**src/srps_pkg.sv**
```systemverilog
package srps_pkg;

  // Field and register widths
  localparam int unsigned ADDR_W    = 16;
  localparam int unsigned BYTE_W    = 8;
  localparam int unsigned VALUE_W   = 16;
  localparam int unsigned STAGE_W   = 4;
  localparam int unsigned SLOT_W    = 3;
  localparam int unsigned POS_OUT_W = 5;
  localparam int unsigned CFG_IDX_W = 4;
  localparam int unsigned NUM_REGS  = 8;
  localparam int unsigned REG_SEL_W = 3;

  // Poll stages
  localparam logic [STAGE_W-1:0] STAGE_PASSIVE   = 4'd0;
  localparam logic [STAGE_W-1:0] STAGE_ANNOUNCE  = 4'd1;
  localparam logic [STAGE_W-1:0] STAGE_CMD_FIRST = 4'd2;

  // Reset values of the slot addresses, slot 7 leftmost
  localparam logic [NUM_REGS-1:0][ADDR_W-1:0] SLOT_ADDR_RESET = {
    16'd999, 16'd106, 16'd28, 16'd22, 16'd16, 16'd12, 16'd9, 16'd0
  };

  // Transmit frame bytes
  localparam logic [BYTE_W-1:0] TX_IDLE     = 8'hFF;
  localparam logic [BYTE_W-1:0] TX_ANNOUNCE = 8'hF9;

  // Request layout, byte 0 rightmost; address and CRC places hold zero
  localparam int unsigned REQ_LEN   = 14;
  localparam int unsigned REQ_IDX_W = 4;
  localparam logic [REQ_IDX_W-1:0] REQ_POS_ADDR_HI = 4'd7;
  localparam logic [REQ_IDX_W-1:0] REQ_POS_ADDR_LO = 4'd8;
  localparam logic [REQ_IDX_W-1:0] REQ_POS_CRC_LO  = 4'd11;
  localparam logic [REQ_IDX_W-1:0] REQ_POS_CRC_HI  = 4'd12;
  localparam logic [REQ_LEN-1:0][BYTE_W-1:0] REQ_TEMPLATE = {
    8'h55, 8'h00, 8'h00, 8'h01, 8'h00, 8'h00, 8'h00,
    8'h03, 8'hFF, 8'h08, 8'hFA, 8'h00, 8'h0C, 8'h06
  };

  // Fixed bytes covered by the CRC around the address
  localparam logic [BYTE_W-1:0] MB_UNIT_ID  = 8'hFF;
  localparam logic [BYTE_W-1:0] MB_FC_READ  = 8'h03;
  localparam logic [BYTE_W-1:0] MB_COUNT_HI = 8'h00;
  localparam logic [BYTE_W-1:0] MB_COUNT_LO = 8'h01;
  localparam logic [15:0]       CRC_INIT    = 16'hFFFF;
  localparam logic [15:0]       CRC_POLY    = 16'hA001;

  // Context of the frame being emitted
  typedef struct packed {
    logic [STAGE_W-1:0] stage;
    logic [ADDR_W-1:0]  addr;
    logic [15:0]        crc;
  } frame_ctx_t;

  // One byte of the reflected CRC
  function automatic logic [15:0] crc_byte(logic [15:0] crc, logic [BYTE_W-1:0] b);
    logic [15:0] c;
    c = crc ^ {8'h00, b};
    for (int k = 0; k < 8; k++) begin
      c = c[0] ? ((c >> 1) ^ CRC_POLY) : (c >> 1);
    end
    return c;
  endfunction

  // CRC of the request with a zero address
  function automatic logic [15:0] crc_base();
    logic [15:0] c;
    c = crc_byte(CRC_INIT, MB_UNIT_ID);
    c = crc_byte(c, MB_FC_READ);
    c = crc_byte(c, 8'h00);
    c = crc_byte(c, 8'h00);
    c = crc_byte(c, MB_COUNT_HI);
    c = crc_byte(c, MB_COUNT_LO);
    return c;
  endfunction

  // Contribution of each address bit; the CRC is linear in the data
  function automatic logic [ADDR_W-1:0][15:0] crc_cols();
    logic [ADDR_W-1:0][15:0] cols;
    logic [15:0]             c;
    logic [ADDR_W-1:0]       a;
    for (int j = 0; j < ADDR_W; j++) begin
      a       = ADDR_W'(1) << j;
      c       = crc_byte(16'h0000, a[15:8]);
      c       = crc_byte(c, a[7:0]);
      c       = crc_byte(c, 8'h00);
      c       = crc_byte(c, 8'h00);
      cols[j] = c;
    end
    return cols;
  endfunction

  localparam logic [15:0]             CRC_BASE = crc_base();
  localparam logic [ADDR_W-1:0][15:0] CRC_COLS = crc_cols();

  // CRC of the read request for one address
  function automatic logic [15:0] crc_for_addr(logic [ADDR_W-1:0] addr);
    logic [15:0] c;
    c = CRC_BASE;
    for (int j = 0; j < ADDR_W; j++) begin
      if (addr[j]) begin
        c = c ^ CRC_COLS[j];
      end
    end
    return c;
  endfunction

endpackage

```
**src/srps_tx_byte.sv**
```systemverilog
module srps_tx_byte #(
  parameter int unsigned CNT_W = 5
) (
  input  srps_pkg::frame_ctx_t         ctx_i,
  input  logic [CNT_W-1:0]             pos_i,
  output logic [srps_pkg::BYTE_W-1:0]  tx_byte_o
);
  import srps_pkg::*;

  logic [REQ_IDX_W-1:0] req_idx;
  logic [BYTE_W-1:0]    req_byte;
  logic                 in_req;

  assign req_idx = pos_i[REQ_IDX_W-1:0];
  assign in_req  = (pos_i < CNT_W'(REQ_LEN));

  // Pick the request byte, filling in address and CRC
  always_comb begin
    req_byte = REQ_TEMPLATE[req_idx];
    if (req_idx == REQ_POS_ADDR_HI) begin
      req_byte = ctx_i.addr[15:8];
    end else if (req_idx == REQ_POS_ADDR_LO) begin
      req_byte = ctx_i.addr[7:0];
    end else if (req_idx == REQ_POS_CRC_LO) begin
      req_byte = ctx_i.crc[7:0];
    end else if (req_idx == REQ_POS_CRC_HI) begin
      req_byte = ctx_i.crc[15:8];
    end
  end

  // Choose the frame byte by stage; the request goes out inverted
  always_comb begin
    tx_byte_o = TX_IDLE;
    if (ctx_i.stage == STAGE_ANNOUNCE) begin
      if (pos_i == '0) begin
        tx_byte_o = TX_ANNOUNCE;
      end
    end else if (ctx_i.stage >= STAGE_CMD_FIRST) begin
      if (in_req) begin
        tx_byte_o = ~req_byte;
      end
    end
  end

endmodule

```
**src/spi_register_poll_sequencer_core.sv**
```systemverilog
// Each accepted item yields FRAME_BYTES result items, one per cycle while the output
// is not stalled. The first result item passes through the frame registers, then the output register.
// A new input item is taken only when idle or once the current frame is done: in the
// cycle that the last byte of the current frame is loaded, set by the byte counter.
// Reset: stage returns to passive, slot addresses return to their defaults,
// no frame in flight and no result item pending.
module spi_register_poll_sequencer_core #(
  parameter int unsigned NUM_SLOTS   = 8,
  parameter int unsigned FRAME_BYTES = 32
) (
  input  logic                           clk_i,
  input  logic                           rst_ni,
  input  logic                           cfg_valid_i,
  output logic                           cfg_ready_o,
  input  logic [srps_pkg::CFG_IDX_W-1:0] cfg_index_i,
  input  logic [srps_pkg::ADDR_W-1:0]    cfg_data_i,
  input  logic                           in_valid_i,
  output logic                           in_ready_o,
  input  logic [srps_pkg::BYTE_W-1:0]    resp_high_i,
  input  logic [srps_pkg::BYTE_W-1:0]    resp_low_i,
  output logic                           out_valid_o,
  input  logic                           out_ready_i,
  output logic [srps_pkg::BYTE_W-1:0]    tx_byte_o,
  output logic [srps_pkg::POS_OUT_W-1:0] byte_position_o,
  output logic                           frame_end_o,
  output logic                           value_valid_o,
  output logic [srps_pkg::SLOT_W-1:0]    value_slot_o,
  output logic [srps_pkg::VALUE_W-1:0]   captured_value_o
);
  import srps_pkg::*;

  localparam int unsigned CNT_W =
    ($clog2(FRAME_BYTES) > POS_OUT_W) ? $clog2(FRAME_BYTES) : POS_OUT_W;
  localparam logic [CNT_W-1:0]   POS_LAST   = CNT_W'(FRAME_BYTES - 1);
  localparam logic [STAGE_W-1:0] STAGE_LAST = STAGE_W'(NUM_SLOTS + 1);

  logic [NUM_REGS-1:0][ADDR_W-1:0] slot_addr_q;
  logic [STAGE_W-1:0]              stage_q, stage_d;

  logic                  gen_active_q, gen_active_d;
  logic [CNT_W-1:0]      gen_pos_q, gen_pos_d;
  frame_ctx_t            gen_ctx_q, gen_ctx_d;
  logic                  gen_vvalid_q, gen_vvalid_d;
  logic [SLOT_W-1:0]     gen_slot_q, gen_slot_d;
  logic [VALUE_W-1:0]    gen_value_q, gen_value_d;

  logic                  out_valid_q, out_valid_d;
  logic [BYTE_W-1:0]     out_byte_q;
  logic [POS_OUT_W-1:0]  out_pos_q;
  logic                  out_end_q;
  logic                  out_vvalid_q;
  logic [SLOT_W-1:0]     out_slot_q;
  logic [VALUE_W-1:0]    out_value_q;

  logic                  in_accept;
  logic                  out_load;
  logic                  gen_last;
  logic [STAGE_W-1:0]    next_stage;
  logic [REG_SEL_W-1:0]  next_sel;
  logic [ADDR_W-1:0]     next_addr;
  logic                  cur_cmd;
  logic [BYTE_W-1:0]     gen_byte;

  assign cfg_ready_o = 1'b1;

  // Load a result item while a frame is active and the output register is free or being drained
  assign out_load   = gen_active_q && (!out_valid_q || out_ready_i);
  assign gen_last   = (gen_pos_q == POS_LAST);
  assign in_ready_o = !gen_active_q || (out_load && gen_last);
  assign in_accept  = in_valid_i && in_ready_o;

  // Advance the stage and look up the address of the next command
  assign cur_cmd    = (stage_q >= STAGE_CMD_FIRST);
  assign next_stage = (stage_q >= STAGE_LAST) ? STAGE_PASSIVE : stage_q + STAGE_W'(1);
  assign next_sel   = REG_SEL_W'(next_stage - STAGE_CMD_FIRST);
  assign next_addr  = slot_addr_q[next_sel];

  // Hold the slot addresses; drop writes beyond the register list
  always_ff @(posedge clk_i or negedge rst_ni) begin
    if (!rst_ni) begin
      slot_addr_q <= SLOT_ADDR_RESET;
    end else if (cfg_valid_i && cfg_ready_o && (cfg_index_i < CFG_IDX_W'(NUM_REGS))) begin
      slot_addr_q[cfg_index_i[REG_SEL_W-1:0]] <= cfg_data_i;
    end
  end

  // Capture a new item or step through the frame
  always_comb begin
    stage_d      = stage_q;
    gen_active_d = gen_active_q;
    gen_pos_d    = gen_pos_q;
    gen_ctx_d    = gen_ctx_q;
    gen_vvalid_d = gen_vvalid_q;
    gen_slot_d   = gen_slot_q;
    gen_value_d  = gen_value_q;
    if (in_accept) begin
      stage_d         = next_stage;
      gen_active_d    = 1'b1;
      gen_pos_d       = '0;
      gen_ctx_d.stage = next_stage;
      gen_ctx_d.addr  = next_addr;
      gen_ctx_d.crc   = crc_for_addr(next_addr);
      gen_vvalid_d    = cur_cmd;
      gen_slot_d      = cur_cmd ? SLOT_W'(stage_q - STAGE_CMD_FIRST) : '0;
      gen_value_d     = cur_cmd ? {resp_high_i, resp_low_i} : '0;
    end else if (out_load) begin
      if (gen_last) begin
        gen_active_d = 1'b0;
      end else begin
        gen_pos_d = gen_pos_q + CNT_W'(1);
      end
    end
  end

  always_ff @(posedge clk_i or negedge rst_ni) begin
    if (!rst_ni) begin
      stage_q      <= STAGE_PASSIVE;
      gen_active_q <= 1'b0;
      gen_pos_q    <= '0;
    end else begin
      stage_q      <= stage_d;
      gen_active_q <= gen_active_d;
      gen_pos_q    <= gen_pos_d;
    end
  end

  always_ff @(posedge clk_i) begin
    gen_ctx_q    <= gen_ctx_d;
    gen_vvalid_q <= gen_vvalid_d;
    gen_slot_q   <= gen_slot_d;
    gen_value_q  <= gen_value_d;
  end

  // Form the transmit byte for the current position
  srps_tx_byte #(
    .CNT_W (CNT_W)
  ) u_tx_byte (
    .ctx_i     (gen_ctx_q),
    .pos_i     (gen_pos_q),
    .tx_byte_o (gen_byte)
  );

  // Output register
  always_comb begin
    out_valid_d = out_valid_q;
    if (out_load) begin
      out_valid_d = 1'b1;
    end else if (out_ready_i) begin
      out_valid_d = 1'b0;
    end
  end

  always_ff @(posedge clk_i or negedge rst_ni) begin
    if (!rst_ni) begin
      out_valid_q <= 1'b0;
    end else begin
      out_valid_q <= out_valid_d;
    end
  end

  always_ff @(posedge clk_i) begin
    if (out_load) begin
      out_byte_q   <= gen_byte;
      out_pos_q    <= gen_pos_q[POS_OUT_W-1:0];
      out_end_q    <= gen_last;
      out_vvalid_q <= gen_vvalid_q;
      out_slot_q   <= gen_slot_q;
      out_value_q  <= gen_value_q;
    end
  end

  assign out_valid_o      = out_valid_q;
  assign tx_byte_o        = out_byte_q;
  assign byte_position_o  = out_pos_q;
  assign frame_end_o      = out_end_q;
  assign value_valid_o    = out_vvalid_q;
  assign value_slot_o     = out_slot_q;
  assign captured_value_o = out_value_q;

endmodule

```
**config.mk**
```make
export PLATFORM = sky130hd
export DESIGN_NAME = spi_register_poll_sequencer_core
export DESIGN_NICKNAME = d
export VERILOG_FILES = /design/src/srps_pkg.sv /design/src/srps_tx_byte.sv /design/src/spi_register_poll_sequencer_core.sv
export SDC_FILE = /design/constraint.sdc
export NUM_CORES = 1
export LEC_CHECK = 0
export ABC_AREA = 1
export CAP_MARGIN = 20
export CORE_ASPECT_RATIO = 1.25
export CORE_UTILIZATION = 45
export CTS_BUF_LIST = sky130_fd_sc_hd__clkbuf_16
export DETAILED_ROUTE_END_ITERATION = 8
export DONT_BUFFER_PORTS = 1
export SLEW_MARGIN = 20
export SYNTH_ARGS = -nofsm -noshare
export SYNTH_HDL_FRONTEND = slang
export SYNTH_HIERARCHICAL = 1
export SYNTH_SLANG_ARGS = --single-unit
```
**constraint.sdc**
```tcl
create_clock -name clk_i -period 4.15 [get_ports clk_i]
set_clock_uncertainty 0.05 [all_clocks]
set_input_delay 0.2075 -clock clk_i [delete_from_list [all_inputs] [get_ports clk_i]]
set_output_delay 0.2075 -clock clk_i [all_outputs]
set_load 0.1 [all_outputs]
```
==> reports/metrics.cfg, run 1 <==
[timing]
finalCritPeriodShare_pct=78.7
worstMarginPinSlew_ns=0.910
max-slew-margin-rel_pct=39.5
setup_viol=0
rsz0062_at_grt=false
fin_ws_ns=0.884
layout_min_cycle_time_ns=3.27
finalHoldViolCount=0
setup_tns_ns=0
drv_slew=0
timing.hold.ws_ns=0.0280
max_freq_ghz=0.306

[synth]
synth_edf_count=90
synth_top_area_share_pct=26.6
synthesis.nets=1271
synth_area_per_cell_um2=8.96
synthTopCellsByArea=dfrtp_1 27%, edfxtp_1 25%, nand2_1 11%, o21ai_0 7.2%, dfstp_2 5.5%
ys_seq_area_share_pct=56.9
yosysTopAreaCell=dfrtp_1
synthArstFlopShare_pct=60.7
ys_types=44
synthCells=1219
ys_warn_count=6
synth_area_mm2=0.0109
synth_flop_cell=dfrtp_1
ys_ff_latch=229

[clock_tree]
cts.sinks=229
clk_latency_ns=0.53
cts_setup_buffers=0
clockBufferDepth=3
clk_pin_slew_ns=0.06
ctsResizeCount=0
cts.htree.levels=1
cts_root_buf=clkbuf_16
cts_tree=done
cts_buffers=25

[routing]
vias_per_cell=4.98
routed_wl_mm=24.3
first_pass_iters=5
highest_layer=met4
drc=0
num_vias=7900
ant_nets=0
wl_met3_mm=1.04
wire_per_inst_um=15.3
drtIter0Drc=468
met1_length_mm=10.7
wl_met2_mm=11.9

[grt]
grt_max_degree=140
grt_usage_pct=20.5
overflow=0
grt_pass1_vias=7725
grt_pass1_wl_mm=40.2
grt_antenna_before_repair=0

[run_status]
status=finished clean

[worst_setup_path]
path_class=reg2reg
critPathLaunchType=flop
worstPathArrival_ns=3.48
critPathRequiredTime_ns=4.37
cp-end-kind=flop
path_max_fanout=27

[pwr]
powerDensity_mw_per_mm2=834
max-vdd-ir-drop_mv=0.432
p_leak_nw=5.64
power.total_mw=10.3

[floorplan]
dieWidth_um=141
boundaryPins=78
rows=63
coreArea_mm2=0.0238
die_h_um=176
fp.dieArea_mm2=0.0249
start_util_pct=45.9

[job]
drv_cap=0

[place]
place.port_buffers=0
dp_slack_ns=0.859
post-dp-hpwl_mm=16.1
placed_cells=1506
routabilityCongestion=0.858

[final_layout]
synthToLayoutAreaGrowth_pct=12.7
fin_nets=1296
drive_gt1_share_pct=10.9
n_antenna_cell=0
finalNonFillerCells=1587
fill_cells=2274

[min_path]
hold_path.class=in2reg

placed cells by master, fill, tap and decap left out, types with 7 or more instances in the layout:
cell type      count
a21oi_1           25
buf_4             13
clkbuf_16         26
clkinv_2           7
dfrtp_1          116
dfstp_2           23
dlygate4sd3_1     35
edfxtp_1          90
ha_1              11
inv_1            147
inv_2             11
nand2_1          323
nand2_2           17
nand3_1           85
nand3b_1           8
nor2_1            83
o211ai_1          10
o21ai_0          157
o21ai_1           10
xor2_1             8
metal layers:
layer,track usage [%],up-vias
met3,3.04,49
li1,-,3990
met2,35.7,168
met5,0,-
met4,6.79,0
met1,26.1,3693
where the power goes:
part | internal, mW | switching [mW]
clock | 1.19 | 0.875
sequential | 3.09 | 0.732
combinational | 1.45 | 2.91
cell type report:
cell class / count / area (um^2) / area share, %
Timing Repair Buffer: 49 / 475 / 3.86
Inverter: 154 / 591 / 4.80
Tap cell: 325 / 407 / 3.31
Clock buffer: 26 / 651 / 5.29
Multi-Input combinational cell: 785 / 3850 / 31.3
Sequential cell: 229 / 6210 / 50.5
Clock inverter: 19 / 114 / 0.926
state kept, by name (all words and copies together) (netlist names), 3 cells and up:
| name | flops |
|---|---|
| gen_pos_q | 5 |
| gen_slot_q | 3 |
| stage_q | 4 |
| slot_addr_q | 128 |
| gen_value_q | 16 |
| gen_ctx_q | 36 |
| captured_value_o | 16 |
| value_slot_o | 3 |
| tx_byte_o | 8 |
| byte_position_o | 5 |
cells in the mapped netlist (2+ instances only):
library cell	count
nand2_1	324
o21ai_0	157
inv_1	143
dfrtp_1	116
edfxtp_1	90
nor2_1	86
nand3_1	85
clkbuf_1	28
a21oi_1	25
dfstp_2	23
nand2_2	16
ha_1	11
o211ai_1	10
o21ai_1	10
buf_6	8
inv_2	8
nand3b_1	8
xor2_1	8
buf_4	7
a21oi_2	6
xnor2_1	6
buf_2	5
nand3_2	4
nand2_4	3
nor3_1	3
or2_2	3
buf_1	2
inv_6	2
nand2_8	2
nand3_4	2
nor2_4	2
o2111ai_1	2
o21ai_2	2
o22ai_1	2
path summary, 6_finish.rpt:
path	start	to	slack, ns	cells past startpoint
max	stage_q[0]$_DFFE_PN0P_	gen_ctx_q[14]$_DFFE_PP_	0.88	19
min	cfg_index_i[2]	slot_addr_q[83]$_DFFE_PN1P_	0.03	4
max reg2reg	stage_q[0]$_DFFE_PN0P_	gen_ctx_q[14]$_DFFE_PP_	0.88	19
min reg2reg	gen_slot_q[0]$_SDFFCE_PN0P_	value_slot_o[0]$_DFFE_PP_	0.36	0
max in group asynchronous	rst_ni	slot_addr_q[30]$_DFFE_PN0P_	3.14	2
min in group asynchronous	rst_ni	out_valid_o$_DFFE_PN0P_	0.25	2
what timing repair did:
item,4_1_cts,5_1_grt
hold buffers,36,0
setup endpoints to repair,0,0
hold endpoints to repair,286,0
per-stage QoR:
stage                     util [%]  instance area (um^2)
after floorplan                  -                 10900
after global placement        46.8                 11200
after detailed placement      46.9                 11200
after CTS                     51.7                 12300
after global routing          51.7                 12300
final                         51.7                 12300
logic make-up after synthesis:
logic type / Yosys count / share of synthesized area, %
AOI/OAI and AO/OA: 215 / 10.6
xor gates and xnor gates: 15 / 1.27
adders and majority gates: 11 / 1.26
buffers and inverters: 205 / 8.16
DFF: 229 / 56.9
other: 1 / 0.0343
and+or+nand+nor: 543 / 21.9
worst max-delay path, cell delays in order, from the launching register on:
cell and delay (ns):
dfrtp_1 0.50, ha_1 0.25, inv_1 0.08, nand3_4 0.10, nand2_8 0.19, nand2_2 0.26, inv_2 0.39, nand3_1 0.19
nand2_1 0.10, nand2_1 0.06, nand2_2 0.11, nand2_2 0.08, nand2_2 0.11, nand2_1 0.06, nand3_1 0.07, nand2_1 0.09
nand2_2 0.12, nand2_2 0.08, nand2_1 0.06, nand2_1 0.05
No activity file was read; power rests on OpenSTA's default activity.
==> run 2: changes to the inputs <==
Settings changed: ABC_AREA 1 to 0.
Clock period 4.15 ns to 2.97 ns, I/O delays scaled along.
==> reports/metrics.cfg, run 2 <==
[clock_tree]
clk_latency_ns=0.52
cts.sinks=229
clockBufferDepth=3
hold_buffers=35
cts_buffers=24
cts_tree=done
clk_pin_slew_ns=0.07
cts.htree.levels=1
cts_root_buf=clkbuf_16

[timing]
max-slew-margin-rel_pct=33.6
finalCritPeriodShare_pct=110
layout_min_cycle_time_ns=3.28
max_freq_ghz=0.305
worstMarginPinSlew_ns=0.996
drv_slew=0
rsz0062_at_grt=true
setup_viol=4
fin_ws_ns=-0.306
timing.hold.ws_ns=-0.712
finalHoldViolCount=139

[synth]
synthArstFlopShare_pct=60.7
ys_seq_area_share_pct=59.6
synthesis.nets=784
ys_ff_latch=229
synthTopCellsByCount=130 x mux2_2, 116 x dfrtp_1, 90 x edfxtp_1, 42 x nand2_1, 41 x mux2i_1
synth_area_per_cell_um2=14.2
synth_area_mm2=0.0104
synthCells=732
synthTopCellsByArea=dfrtp_1 28%, edfxtp_1 26%, mux2_2 14%, dfstp_2 5.8%, mux2i_1 3.9%
ys_types=75
synth_flop_cell=dfrtp_1
synth_edf_count=90
ys_warn_count=6
synth_top_area_share_pct=27.8
synth_most_common_cell=mux2_2
yosysTopAreaCell=dfrtp_1

[grt]
overflow=0
grt_pass1_vias=6586
grt_antenna_before_repair=0
grt_max_degree=140
grt_pass1_wl_mm=36.0
grt_usage_pct=19.4

[worst_setup_path]
critPathRequiredTime_ns=3.18
worstPathArrival_ns=3.48
critical_path.max_stage_delay_ns=0.48
cp_common_cell=buf_4
path_max_fanout=14
path_class=reg2reg
r2r_cells=11
r2r_slack_ns=-0.31
worstPathCellList=buf_4, nor4b_4, nor2_4, buf_12, mux2i_1, buf_4, o221ai_4, xor2_2, xnor3_1, xnor3_2, xor3_1
critPathLaunchType=flop
cpMaxStageDelayCell=dfrtp_2
cp-end-kind=flop

[floorplan]
coreArea_mm2=0.0225
dieWidth_um=138
start_util_pct=46.3
boundaryPins=78
fp.dieArea_mm2=0.0238
die_h_um=172
rows=61

[place]
place.port_buffers=0
routabilityCongestion=0.795
placed_area_mm2=0.0114
post-dp-hpwl_mm=14.9

[job]
drv_cap=0

[final_layout]
drive_gt1_share_pct=41.4
reg.largest.list=slot_addr_q (128), gen_ctx_q (36)
postLayoutCellArea_mm2=0.0130
fin_nets=905
n_antenna_cell=0
synthToLayoutAreaGrowth_pct=24.5
regMostFlops=slot_addr_q
largest_register_ffs=128
final_cell_mix=130 x mux2_2, 114 x dfrtp_1, 94 x buf_4
layout_commonest_cell=mux2_2

[routing]
drc=20
ant_nets=0
drtIter0Drc=259
routed_wl_mm=22.3
first_pass_iters=6
num_vias=6278
wire_per_inst_um=19.4
vias_per_cell=5.44

[run_status]
status=complete, but fails checks
violations=design-rule violations, negative hold slack, negative setup slack

[min_path]
hold_path.class=in2async

## run 2: cell types whose count changed in the layout (fill, tap and decap cells not counted), sizes merged, moves of 9 or more
cell and change:
nand2 -302, inv -149, o21ai -147, mux2 +133
buf +88, nand3 -80, nor2 -73, mux2i +41
nor2b +20, a21oi -14, o221ai +12, nor3b +11
o21a +9
## run 2: through the flow
step | hold slack (ns) | cells | util (%) | worst slack, ns | setup TNS (ns)
2_1_floorplan | -0.197 | 732 | - | -0.172 | -0.481
3_3_place_gp | -0.186 | 1058 | 50.7 | -0.384 | -1.33
3_5_place_dp | -0.184 | 1058 | 50.7 | -0.471 | -1.69
4_1_cts | -0.737 | 1143 | 57.0 | -0.296 | -0.809
5_1_grt | -0.738 | 1154 | 57.7 | -0.409 | -1.42
6_report | -0.712 | 1154 | 57.7 | -0.306 | -0.875
## run 2: critical path: cells and delay by family, from the launching register on
kind,cells,cell delay (ns)
AO/OA/AOI/OAI,1,0.21
flip-flops,1,0.48
XOR/XNOR,4,1.12
AND/OR/NAND/NOR,2,0.49
multiplexers,1,0.14
buffers and inverters,3,0.51
## run 2: layer usage
layer  global-route usage, %  wire, um  up-vias
met5                       0         0        -
met4                    5.32       374        0
met3                    2.63       687       27
met2                    35.0     11400       96
met1                    24.7      9900     3203
li1                        -         -     2952
## run 2: cell type report
cell class                 instances  area [um^2]
inverter                          10         45.0
sequential                       229         6210
tap                              283          354
multi-input combinational        451         4400
timing repair buffer             137         1190
fill                            1744         9530
clock buffer                      27          676
clock inverter                    17          111
## run 2: cell families (layout without fill, tap and decap cells)
| family | count (synthesis) | count (layout) | share of synthesized area, % |
|---|---|---|---|
| DFF | 229 | 229 | 59.6 |
| muxes | 175 | 175 | 18.6 |
| and+or+nand+nor | 127 | 127 | 6.72 |
| AOI/OAI and AO/OA | 106 | 106 | 7.91 |
| buffers and inverters | 52 | 191 | 2.47 |
| xor gates and xnor gates | 31 | 31 | 3.44 |
| adders and majority gates | 11 | 11 | 1.32 |
| other | 1 | 1 | 0.0360 |
## run 2: final timing paths
kind                                                  start                            to
worst min-delay path                                 rst_ni      gen_active_q$_DFFE_PN0P_
worst max register to register       stage_q[0]$_DFFE_PN0P_       gen_ctx_q[15]$_DFFE_PP_
worst max-delay path                 stage_q[0]$_DFFE_PN0P_       gen_ctx_q[15]$_DFFE_PP_
worst min register to register  gen_slot_q[0]$_SDFFCE_PN0P_     value_slot_o[0]$_DFFE_PP_
max in group asynchronous                            rst_ni  slot_addr_q[117]$_DFFE_PN1P_
min in group clk_i                           cfg_index_i[0]   slot_addr_q[99]$_DFFE_PN1P_
## run 2: what timing repair did
item / CTS / global route
setup endpoints to repair: 7 / 5
hold endpoints to repair: 285 / 139
pin swaps: 9 / 9
gates resized for setup: 33 / 13
setup buffers: 6 / 11
Power of run 2 is left out: the tool's default activity adds up to more than one toggle a clock period on the data nets, which glitch-free logic cannot reach.
